--- config.mk ---
export PLATFORM = sky130hd
export DESIGN_NAME = two_class_priority_queue_top
export DESIGN_NICKNAME = d
export VERILOG_FILES = /design/src/rtl/tcpq_pkg.sv /design/src/rtl/two_class_priority_queue_top.sv
export SDC_FILE = /design/constraint.sdc
export NUM_CORES = 1
export LEC_CHECK = 0
export BUFFER_PORTS_ARGS = -buffer_cell sky130_fd_sc_hd__buf_2
export CORE_MARGIN = 2
export CORE_UTILIZATION = 34
export DETAILED_ROUTE_END_ITERATION = 10
export SYNTH_ARGS = -nofsm -noshare
export SYNTH_HDL_FRONTEND = slang
export SYNTH_SLANG_ARGS = --single-unit
--- constraint.sdc ---
create_clock -name clk_i -period 4.07 [get_ports clk_i]
set_input_delay 0 -clock clk_i [delete_from_list [all_inputs] [get_ports clk_i]]
set_output_delay 0 -clock clk_i [all_outputs]
set_load 0.02 [all_outputs]
--- src/rtl/tcpq_pkg.sv ---
// ----------------------------------------------------------------------------
// tcpq_pkg
// Shared sizes and codes of the two-class ticket priority queue.
// ----------------------------------------------------------------------------
`default_nettype none

package tcpq_pkg;

  localparam int DEPTH       = 32;
  localparam int TICKET_BITS = 16;
  localparam int PTR_W       = $clog2(DEPTH);
  localparam int OCC_W       = $clog2(DEPTH + 1);
  localparam int CMD_W       = 3;
  localparam int STATUS_W    = 2;
  localparam int TIME_W      = 16;

  localparam logic [TIME_W-1:0] AGE_THRESHOLD_RST = TIME_W'(120);

  typedef enum logic [CMD_W-1:0] {
    CMD_ENQ     = 3'd0,
    CMD_DEQ     = 3'd1,
    CMD_PROMOTE = 3'd2,
    CMD_REMOVE  = 3'd3,
    CMD_TIME    = 3'd4
  } cmd_e;

  typedef enum logic [STATUS_W-1:0] {
    ST_OK        = 2'd0,
    ST_EMPTY     = 2'd1,
    ST_NOT_FOUND = 2'd2,
    ST_FULL      = 2'd3
  } status_e;

endpackage

`default_nettype wire

--- src/rtl/two_class_priority_queue_top.sv ---
// ----------------------------------------------------------------------------
// two_class_priority_queue_top
// Ticket queue with urgent and normal classes, FIFO within each class.
//
//   channel   | signals                                        | handshake
//   ----------+------------------------------------------------+------------------
//   command   | command_i ticket_i urgent_in_i current_time_i  | start_i & !busy_o
//   result    | status_o ticket_out_o urgent_out_o occupancy_o | done_o, one cycle
//   config    | cfg_wdata_i (age threshold)                    | cfg_we_i
//
// Steps: a command beat is accepted, then its result beat is given; a search
// reads and compares one slot at a time, a shift reads and writes each entry
// that it moves, and an insert after a shift writes the hole, all through the
// single ticket RAM port pair and its registered read. The worst case is a
// promote of the tail entry with no urgent entries.
// Reset empties the queue and loads the threshold with 120; no clearing pass.
// The result beat cannot be stalled; busy_o falls right after done_o.
// Urgent entries always form a prefix, so the class of a slot is held only as
// the count of urgent entries.
// ----------------------------------------------------------------------------
`default_nettype none

module two_class_priority_queue_top (
  input  wire logic                              clk_i,
  input  wire logic                              rst_ni,
  input  wire logic                              start_i,
  output      logic                              busy_o,
  input  wire logic [tcpq_pkg::CMD_W-1:0]        command_i,
  input  wire logic [tcpq_pkg::TICKET_BITS-1:0]  ticket_i,
  input  wire logic                              urgent_in_i,
  input  wire logic [tcpq_pkg::TIME_W-1:0]       current_time_i,
  input  wire logic                              cfg_we_i,
  input  wire logic [tcpq_pkg::TIME_W-1:0]       cfg_wdata_i,
  output      logic                              done_o,
  output      logic [tcpq_pkg::STATUS_W-1:0]     status_o,
  output      logic [tcpq_pkg::TICKET_BITS-1:0]  ticket_out_o,
  output      logic                              urgent_out_o,
  output      logic [tcpq_pkg::OCC_W-1:0]        occupancy_o
);

  import tcpq_pkg::*;

  typedef enum logic [3:0] {
    S_IDLE,
    S_SRCH_RD,
    S_SRCH_CMP,
    S_UP_RD,
    S_UP_WR,
    S_UP_INS,
    S_DN_RD,
    S_DN_WR,
    S_DONE
  } state_e;

  state_e                 state_q;
  cmd_e                   cmd_q;
  logic [TICKET_BITS-1:0] ticket_q;
  logic [PTR_W-1:0]       idx_q;
  logic [PTR_W-1:0]       pos_q;
  logic [OCC_W-1:0]       count_q;
  logic [OCC_W-1:0]       ucount_q;
  logic [TIME_W-1:0]      thr_q;
  status_e                status_q;
  logic [TICKET_BITS-1:0] tout_q;
  logic                   uout_q;

  // ticket RAM
  logic [TICKET_BITS-1:0] slot_ticket_q [DEPTH];
  logic [TICKET_BITS-1:0] rdata_q;
  logic                   mem_we;
  logic [PTR_W-1:0]       mem_waddr;
  logic [TICKET_BITS-1:0] mem_wdata;
  logic [PTR_W-1:0]       mem_raddr;

  logic             accept;
  logic [PTR_W-1:0] idx_inc;
  logic [PTR_W-1:0] idx_dec;
  logic [OCC_W-1:0] idx_ext;
  logic             hit;
  logic             last;
  logic             idx_urgent;
  logic             full;
  logic             tail_ins;

  assign accept     = start_i && (state_q == S_IDLE);
  assign idx_inc    = idx_q + PTR_W'(1);
  assign idx_dec    = idx_q - PTR_W'(1);
  assign idx_ext    = OCC_W'(idx_q);
  assign hit        = (cmd_q == CMD_DEQ) || (rdata_q == ticket_q);
  assign last       = (idx_ext + OCC_W'(1)) == count_q;
  assign idx_urgent = idx_ext < ucount_q;
  assign full       = count_q == OCC_W'(DEPTH);
  // an enqueue lands on the tail when it is normal or all entries are urgent
  assign tail_ins   = !urgent_in_i || (ucount_q == count_q);

  always_comb begin
    mem_we    = 1'b0;
    mem_waddr = idx_q;
    mem_wdata = rdata_q;
    mem_raddr = idx_q;
    case (state_q)
      S_IDLE: begin
        mem_waddr = count_q[PTR_W-1:0];
        mem_wdata = ticket_i;
        mem_we    = accept && (cmd_e'(command_i) == CMD_ENQ) && !full && tail_ins;
      end
      S_UP_RD: begin
        mem_raddr = idx_dec;
      end
      S_UP_WR: begin
        mem_we = 1'b1;
      end
      S_UP_INS: begin
        mem_we    = 1'b1;
        mem_waddr = pos_q;
        mem_wdata = ticket_q;
      end
      S_DN_RD: begin
        mem_raddr = idx_inc;
      end
      S_DN_WR: begin
        mem_we = 1'b1;
      end
      default: begin
        mem_we = 1'b0;
      end
    endcase
  end

  always_ff @(posedge clk_i) begin
    if (mem_we) begin
      slot_ticket_q[mem_waddr] <= mem_wdata;
    end
    rdata_q <= slot_ticket_q[mem_raddr];
  end

  always_ff @(posedge clk_i or negedge rst_ni) begin
    if (!rst_ni) begin
      thr_q <= AGE_THRESHOLD_RST;
    end else if (cfg_we_i) begin
      thr_q <= cfg_wdata_i;
    end
  end

  always_ff @(posedge clk_i or negedge rst_ni) begin
    if (!rst_ni) begin
      state_q  <= S_IDLE;
      cmd_q    <= CMD_ENQ;
      ticket_q <= '0;
      idx_q    <= '0;
      pos_q    <= '0;
      count_q  <= '0;
      ucount_q <= '0;
      status_q <= ST_OK;
      tout_q   <= '0;
      uout_q   <= 1'b0;
    end else begin
      case (state_q)
        S_IDLE: begin
          if (accept) begin
            cmd_q    <= cmd_e'(command_i);
            ticket_q <= ticket_i;
            tout_q   <= '0;
            uout_q   <= 1'b0;
            case (cmd_e'(command_i))
              CMD_ENQ: begin
                if (full) begin
                  status_q <= ST_FULL;
                  state_q  <= S_DONE;
                end else if (tail_ins) begin
                  status_q <= ST_OK;
                  state_q  <= S_DONE;
                  count_q  <= count_q + OCC_W'(1);
                  if (urgent_in_i) begin
                    ucount_q <= ucount_q + OCC_W'(1);
                  end
                end else begin
                  // open a hole at the end of the urgent section
                  status_q <= ST_OK;
                  idx_q    <= count_q[PTR_W-1:0];
                  pos_q    <= ucount_q[PTR_W-1:0];
                  state_q  <= S_UP_RD;
                end
              end
              CMD_DEQ, CMD_PROMOTE, CMD_REMOVE: begin
                idx_q <= '0;
                if (count_q == '0) begin
                  status_q <= (cmd_e'(command_i) == CMD_DEQ) ? ST_EMPTY : ST_NOT_FOUND;
                  state_q  <= S_DONE;
                end else begin
                  status_q <= ST_OK;
                  state_q  <= S_SRCH_RD;
                end
              end
              CMD_TIME: begin
                status_q <= ST_OK;
                state_q  <= S_DONE;
                if (current_time_i > thr_q) begin
                  ucount_q <= count_q;
                end
              end
              default: begin
                status_q <= ST_OK;
                state_q  <= S_DONE;
              end
            endcase
          end
        end
        S_SRCH_RD: begin
          state_q <= S_SRCH_CMP;
        end
        S_SRCH_CMP: begin
          if (hit) begin
            if (cmd_q == CMD_PROMOTE) begin
              if (idx_urgent) begin
                state_q <= S_DONE;
              end else if (idx_ext == ucount_q) begin
                ucount_q <= ucount_q + OCC_W'(1);
                state_q  <= S_DONE;
              end else begin
                pos_q   <= ucount_q[PTR_W-1:0];
                state_q <= S_UP_RD;
              end
            end else begin
              tout_q <= rdata_q;
              uout_q <= idx_urgent;
              if (last) begin
                count_q <= count_q - OCC_W'(1);
                if (idx_urgent) begin
                  ucount_q <= ucount_q - OCC_W'(1);
                end
                state_q <= S_DONE;
              end else begin
                state_q <= S_DN_RD;
              end
            end
          end else if (last) begin
            status_q <= ST_NOT_FOUND;
            state_q  <= S_DONE;
          end else begin
            idx_q   <= idx_inc;
            state_q <= S_SRCH_RD;
          end
        end
        S_UP_RD: begin
          state_q <= S_UP_WR;
        end
        S_UP_WR: begin
          idx_q   <= idx_dec;
          state_q <= (idx_dec == pos_q) ? S_UP_INS : S_UP_RD;
        end
        S_UP_INS: begin
          if (cmd_q == CMD_ENQ) begin
            count_q <= count_q + OCC_W'(1);
          end
          ucount_q <= ucount_q + OCC_W'(1);
          state_q  <= S_DONE;
        end
        S_DN_RD: begin
          state_q <= S_DN_WR;
        end
        S_DN_WR: begin
          if ((idx_ext + OCC_W'(2)) == count_q) begin
            count_q <= count_q - OCC_W'(1);
            if (uout_q) begin
              ucount_q <= ucount_q - OCC_W'(1);
            end
            state_q <= S_DONE;
          end else begin
            idx_q   <= idx_inc;
            state_q <= S_DN_RD;
          end
        end
        S_DONE: begin
          state_q <= S_IDLE;
        end
        default: begin
          state_q <= S_IDLE;
        end
      endcase
    end
  end

  assign busy_o       = state_q != S_IDLE;
  assign done_o       = state_q == S_DONE;
  assign status_o     = status_q;
  assign ticket_out_o = tout_q;
  assign urgent_out_o = uout_q;
  assign occupancy_o  = count_q;

`ifndef SYNTHESIS
  a_ucount_le_count: assert property (@(posedge clk_i) disable iff (!rst_ni)
    ucount_q <= count_q)
    else $error("urgent count exceeds occupancy");

  a_count_le_depth: assert property (@(posedge clk_i) disable iff (!rst_ni)
    count_q <= OCC_W'(DEPTH))
    else $error("occupancy exceeds depth");

  a_accept_busy: assert property (@(posedge clk_i) disable iff (!rst_ni)
    accept |=> busy_o)
    else $error("accepted beat did not raise busy");

  a_done_single: assert property (@(posedge clk_i) disable iff (!rst_ni)
    done_o |=> !done_o && !busy_o)
    else $error("result strobe longer than one cycle");

  a_full_status: assert property (@(posedge clk_i) disable iff (!rst_ni)
    (done_o && (status_q == ST_FULL)) |-> (count_q == OCC_W'(DEPTH)))
    else $error("full status with free slots");
`endif

endmodule

`default_nettype wire

* Word-level counts from Yosys, hierarchy flattened
Memories as Yosys holds them, arrays and structs flattened. A register that Yosys moved wholly into a read port is not among the register bits.
Index checks and enable logic that the tools add are counted.
** Storage, ports and cells
- Memories :: 1
- RAM bits :: 512
- Bits in registers :: 80
- Logic and storage cells :: 174
- Bits of input ports :: 56
** Cells by class
- Magnitude comparators :: 2
- Reduce and logical (&&, ||, !) cells :: 25
- Add/subtract/negate cells :: 8
- Equal/unequal tests :: 49
- Multiplexer cells :: 78
** Memories
- slot_ticket_q :: depth 32, bits a word 16, read ports 1, clocked after Yosys merged registers in 1, wr ports 1, line two_class_priority_queue_top.sv:68 : logic [TICKET_BITS-1:0] slot_ticket_q [DEPTH];
** Operators by type and width (number)
- $mux 6 :: 22
- $mux 5 :: 14
- $pmux 16 s2 :: 2
- $mux 16 :: 3
- $pmux 6 s4 :: 2
- $mux 4 :: 11
- $pmux 5 s2 :: 4
- $ne 2x2->1 const B :: 16
- $pmux 4 s8 :: 1
- $ne 3x3->1 const B :: 9
- $pmux 5 s4 :: 1
- $eq 6x6->1 :: 3
- $eq 16x16->1 :: 1
- $eq 4x3->1 const B :: 4
- $gt 16x16->1 :: 1
- $reduce_and 14->1 :: 1
- $add 6x1->6 const B :: 2
- $mux 2 :: 6
- $pmux 6 s2 :: 1
- $reduce_bool 4->1 :: 3
- $sub 6x1->6 const B :: 2
- $reduce_and 10->1 :: 1
- $eq 3x2->1 const B :: 3
- $reduce_and 9->1 :: 1
- other kinds (31) :: 48

* Depth between registers and ports, before layout
- Depth in word-level cells :: 8
- Gate-level depth with buffers :: 13

* Worst setup path before layout
OpenSTA, ideal clock, no wires.
- Path kind :: register to register
- Start point :: reg state_q[0]
- End point :: mem slot_ticket_q[0][0] (enable)
- Clock period less this slack :: 3.167 ns
- Cell stages (with the launch flop) :: 11
- Required time :: 3.682 ns
- Slack :: 0.903 ns
- Arrival time :: 2.778 ns
- Path through :: dfrtp_1 buf_4 clkbuf_1 nor4bb_1 nor2_1 buf_2 nand2_1 nand2_1 nor2_1 nand2_1 nor2_1
** Between the ends
- Cells in the longest elaborated chain, start to end :: 8
- Elaborated cells between the ends (all ways) :: 13
- Classes of those cells :: eq/ne (3); mux (4); reduce/logical (6)
** Ends and longest elaborated chain
- start: declaration :: line two_class_priority_queue_top.sv:55 : state_e state_q;
- start signal: assignment :: line two_class_priority_queue_top.sv:250 : state_q <= (idx_dec == pos_q) ? S_UP_INS : S_UP_RD;
- $logic_not 4->1 :: line two_class_priority_queue_top.sv:85, two_class_priority_queue_top.sv:101
- $logic_and 1x1->1 :: line two_class_priority_queue_top.sv:85 : assign accept = start_i && (state_q == S_IDLE);
- $logic_and 1x1->1 (3 in series) :: line two_class_priority_queue_top.sv:105 : mem_we = accept && (cmd_e'(command_i) == CMD_ENQ) && !full && tail_ins;
- $pmux 1 s2 :: line two_class_priority_queue_top.sv:101 : case (state_q)
- $mux 1 :: line two_class_priority_queue_top.sv:131 : if (mem_we) begin
- $mux 1 (not written as such) :: line two_class_priority_queue_top.sv:132 : slot_ticket_q[mem_waddr] <= mem_wdata;
- end: declaration :: line two_class_priority_queue_top.sv:68
Parallel ways exist; a longest one is shown, timed or not.

* Worst setup path after layout
- Start point :: reg state_q[2]
- End point :: mem slot_ticket_q[12][8] (enable)
The elaborated chain is that of the path after synthesis.

==> results summary <==
The Yosys step of the flow raised 0 warnings. The number of gates resized after cts is 0. The total core area is 0.07570 sq mm. The fill cell total of the finished layout came out at 6850. The via count of the first global-routing pass came out at 16.25k.

In this run, placement finished with an instance count of 2876. The largest net degree at the start of global routing is 84. The combined global-route utilization of all metal layers is 0.1756. The sum of buffers and inverters on the critical path is 1.

The via density per instance came out at 5.374. The largest incremental delay on the critical path is 0.83 ns. The global-route wire length before repair is 103.9 mm.

The cell with the largest stage delay on the worst path is sky130_fd_sc_hd__nor2_1. Across the whole layout, storage elements account for 0.01770 sq mm. The number of antenna diodes in the final layout is 0. The buffer depth of the longest clock path is 3. The final RePlAce weighted congestion came out at 0.9501. The number of buffers inserted during clock tree synthesis is 61. The cell count after synthesis came out at 1825. The critical path launch point type is a flop.

For this run, the leading register cell type out of synthesis is sky130_fd_sc_hd__edfxtp_1. Leaving out fill and tap cells, the most frequent cell in the layout is sky130_fd_sc_hd__edfxtp_1. The static power due to leakage came out at 10.78 nW. Buffers added to address setup during post-CTS repair amount to 0. Input and output buffers added on the ports amount to 82.

The number of vias after detailed routing is 16.46k. The total die area came out at 0.07851 sq mm. Setup repair after global routing left no endpoint under its margin. The critical path in this run is classified as reg2reg.

The endpoint arrival time on the critical path is 3.92 ns. The share of the Yosys chip area taken by registers is 0.6825. The total of flip-flops plus latches after synthesis is 608. Broken down by cell family, the worst path's largest delay share belongs to simple AND/OR/NAND/NOR gates.

The smallest clock period supported by the final layout is computed as 3.591 ns. Yosys mapped a number of flops with a built-in enable equal to 512. Of the available clock period, the critical path in the final layout requires 0.8823. The remaining design rule violation count is 0. The area of the multi-input gates is 0.007704 sq mm. The clock transition time at the flip-flop clock pins of the worst setup and hold paths is 0.06 ns. The flow ran to the end, and the final reports show no timing, DRC or antenna violations. From synthesis to final layout, the design area changed by 18.25%. Leaving out fill and tap cells, the most frequent cells in the layout are 512 x sky130_fd_sc_hd__edfxtp_1, 309 x sky130_fd_sc_hd__nand2_1, 118 x sky130_fd_sc_hd__nand3_1, 83 x sky130_fd_sc_hd__nor2_1, 82 x sky130_fd_sc_hd__buf_4.

When the netlist entered floorplanning its net count stood at 1914. The tool flagged a number of max-cap violations equal to 0. The worst setup path is captured at a flop.

For this block, the initial DRC count from the detailed router was 1747. After synthesis, the share of flip-flops with an asynchronous set or reset is 0.1316. The number of core rows came out at 101.

TritonCTS built the clock tree. Among the stages of the critical path, the cell type that occurs most often is sky130_fd_sc_hd__nor2_1. The worst slew margin relative to its limit is 0.1580.

The iteration count of the initial detailed-routing pass is 5. Data on the critical path is required at its endpoint by 4.40 ns. The proportion of layout cells with a drive suffix above 1 came out at 0.1918. The setup TNS after final layout came out at 0 ns. For this run, the top clock speed supported by timing is 278.5 MHz. The netlist area before placement is 0.02594 sq mm. The initial antenna violation count is 0.

After clock tree synthesis, the flow added hold-fix buffers numbering 70. The residual overflow from global routing came out at 0. The tree is rooted in a sky130_fd_sc_hd__clkbuf_16. From left edge to right edge, the die measures 280.2 um. The slew at the pin closest to its max-slew limit came out at 1.260 ns. The smallest hold slack came out at 0.1329 ns. Detailed placement finished with a half-perimeter wire length of 44.23 mm. IR analysis of the VDD net gives a maximum drop of 481.1 uV. The worst-skew pair later-pin latency is 0.65 ns. The count of nets left with antenna violations after detail routing came out at 0. The height of the die came out at 280.2 um. Wires add up to 69.58 mm. For the final database, setup skew stands at 0.03373 ns. The final setup violation count is 0.

The setup slack of the worst register-to-register path came out at 0.48 ns. Walking the worst path, the cells encountered are nor4bb_4 -> nor2_1 -> nand2_1 -> nand2_1 -> nor2_1 -> nand3_1 -> nor2_1 -> buf_4. The biggest fanout along the worst timing path came out at 13. The count of placed standard cells in the final layout, fillers left out came out at 3063. The effective utilization at floorplan is 0.3427. The final-report hold violation count is 0. The average cell area after synthesis came out at 14.21 sq um. The count of pins over their slew limit came out at 0. In the final routed layout, each cell accounts on average for 22.72 um. The number of distinct library cells after synthesis came out at 81. Power spread over the standard cell area amounts to 769.0 mW/mm^2.

Once layout is complete, the utilization of the core stands at 0.4052. The total number of clock tree sinks came out at 608. The layout net count came out at 2121. The H-tree generated during clock tree synthesis spans 2 levels. The min-delay analysis places its worst path in the category in2reg.

83 I/O pins were placed.
-- Yosys cell counts, types with 12 or more instances --
library cell               instances  area [sq um]
sky130_fd_sc_hd__nor2_1           83         311.6
sky130_fd_sc_hd__clkbuf_1         45         168.9
sky130_fd_sc_hd__nor3_1           14         70.07
sky130_fd_sc_hd__nand4_1          40         250.2
sky130_fd_sc_hd__buf_2            31         155.2
sky130_fd_sc_hd__a22o_1           49         429.2
sky130_fd_sc_hd__xor2_1           12         105.1
sky130_fd_sc_hd__edfxtp_1        512         15370
sky130_fd_sc_hd__o22a_1           16         140.1
sky130_fd_sc_hd__a22oi_1          25         187.7
sky130_fd_sc_hd__o21ai_0          30         150.1
sky130_fd_sc_hd__dfrtp_1          76          1902
sky130_fd_sc_hd__nand3_1         118         590.6
sky130_fd_sc_hd__a31oi_1          34         212.7
sky130_fd_sc_hd__nand2_1         309          1160
sky130_fd_sc_hd__a21oi_1          30         150.1
sky130_fd_sc_hd__ha_1             32         400.4
sky130_fd_sc_hd__mux2_2           33         371.6
sky130_fd_sc_hd__xnor2_1          47         411.6
sky130_fd_sc_hd__inv_1            38         142.6
sky130_fd_sc_hd__mux4_2           64          1441
sky130_fd_sc_hd__dfxtp_1          16         320.3
-- area by class of cell --
| class | instances | area share |
|---|---|---|
| Sequential cell | 608 | 0.5771 |
| Multi-Input combinational cell | 1081 | 0.2512 |
| Timing Repair Buffer | 240 | 0.06127 |
| Clock buffer | 77 | 0.05303 |
| Tap cell | 978 | 0.03990 |
| Clock inverter | 39 | 0.01261 |
| Inverter | 40 | 0.004895 |
-- per-stage QoR --
stage,cell area (sq um),power (mW),setup WS [ns]
CTS,30640,23.64,0.5397
detailed placement,27920,17.95,0.5451
floorplan,25940,14.63,0.9032
global placement,27920,17.79,0.5749
finish,30670,23.59,0.4791
global route,30670,24.68,0.2656
-- state kept, by name, indices dropped and copies added (netlist names) --
signal	count
state_q	4
ucount_q	6
thr_q	16
slot_ticket_q	512
ticket_q	16
idx_q	5
rdata_q	16
urgent_out_o	1
occupancy_o	6
cmd_q	3
ticket_out_o	16
status_o	2
pos_q	5
-- worst reg2reg max path, stage by stage (launching register included) --
cell	delay, ns
sky130_fd_sc_hd__dfrtp_1	0.70
sky130_fd_sc_hd__nor4bb_4	0.56
sky130_fd_sc_hd__nor2_1	0.22
sky130_fd_sc_hd__nand2_1	0.14
sky130_fd_sc_hd__nand2_1	0.07
sky130_fd_sc_hd__nor2_1	0.19
sky130_fd_sc_hd__nand3_1	0.26
sky130_fd_sc_hd__nor2_1	0.83
sky130_fd_sc_hd__buf_4	0.33
-- where the power goes --
part / internal (mW) / switching [mW] / total (mW)
combinational: 3.01 / 5.76 / 8.77
sequential: 8.58 / 0.623 / 9.21
clock: 3.17 / 2.44 / 5.61
total: 14.8 / 8.83 / 23.6
-- logic make-up after synthesis --
| group | synth area share |
|---|---|
| fa+ha+maj | 0.01621 |
| buf+inv | 0.02320 |
| mux | 0.07337 |
| flops | 0.6825 |
| simple gates | 0.1110 |
| compound gates | 0.07163 |
| xor+xnor | 0.02209 |
-- worst paths after layout --
| path | from | to | cells past startpoint |
|---|---|---|---|
| min reg2reg | ticket_out_o[14]$_DFFE_PN0P_ | ticket_out_o[14]$_DFFE_PN0P_ | 1 |
| min in group asynchronous | rst_ni | thr_q[4]$_DFFE_PN1P_ | 3 |
| min | urgent_in_i | state_q[1]$_DFFE_PN0N_ | 6 |
| max in group asynchronous | rst_ni | ucount_q[3]$_DFFE_PN0P_ | 4 |
| max reg2reg | state_q[2]$_DFFE_PN0N_ | slot_ticket_q[12][8]$_DFFE_PP_ | 8 |
| max | state_q[2]$_DFFE_PN0N_ | slot_ticket_q[12][8]$_DFFE_PP_ | 8 |
-- layer usage --
| layer | track usage | up-vias | share of wire |
|---|---|---|---|
| li1 | - | 7362 | - |
| met1 | 0.2403 | 8349 | 0.43 |
| met2 | 0.2855 | 655 | 0.47 |
| met3 | 0.03089 | 96 | 0.066 |
| met4 | 0.05293 | 0 | 0.028 |
| met5 | 0 | - | 0 |
No activity file was read; power rests on OpenSTA's default activity.
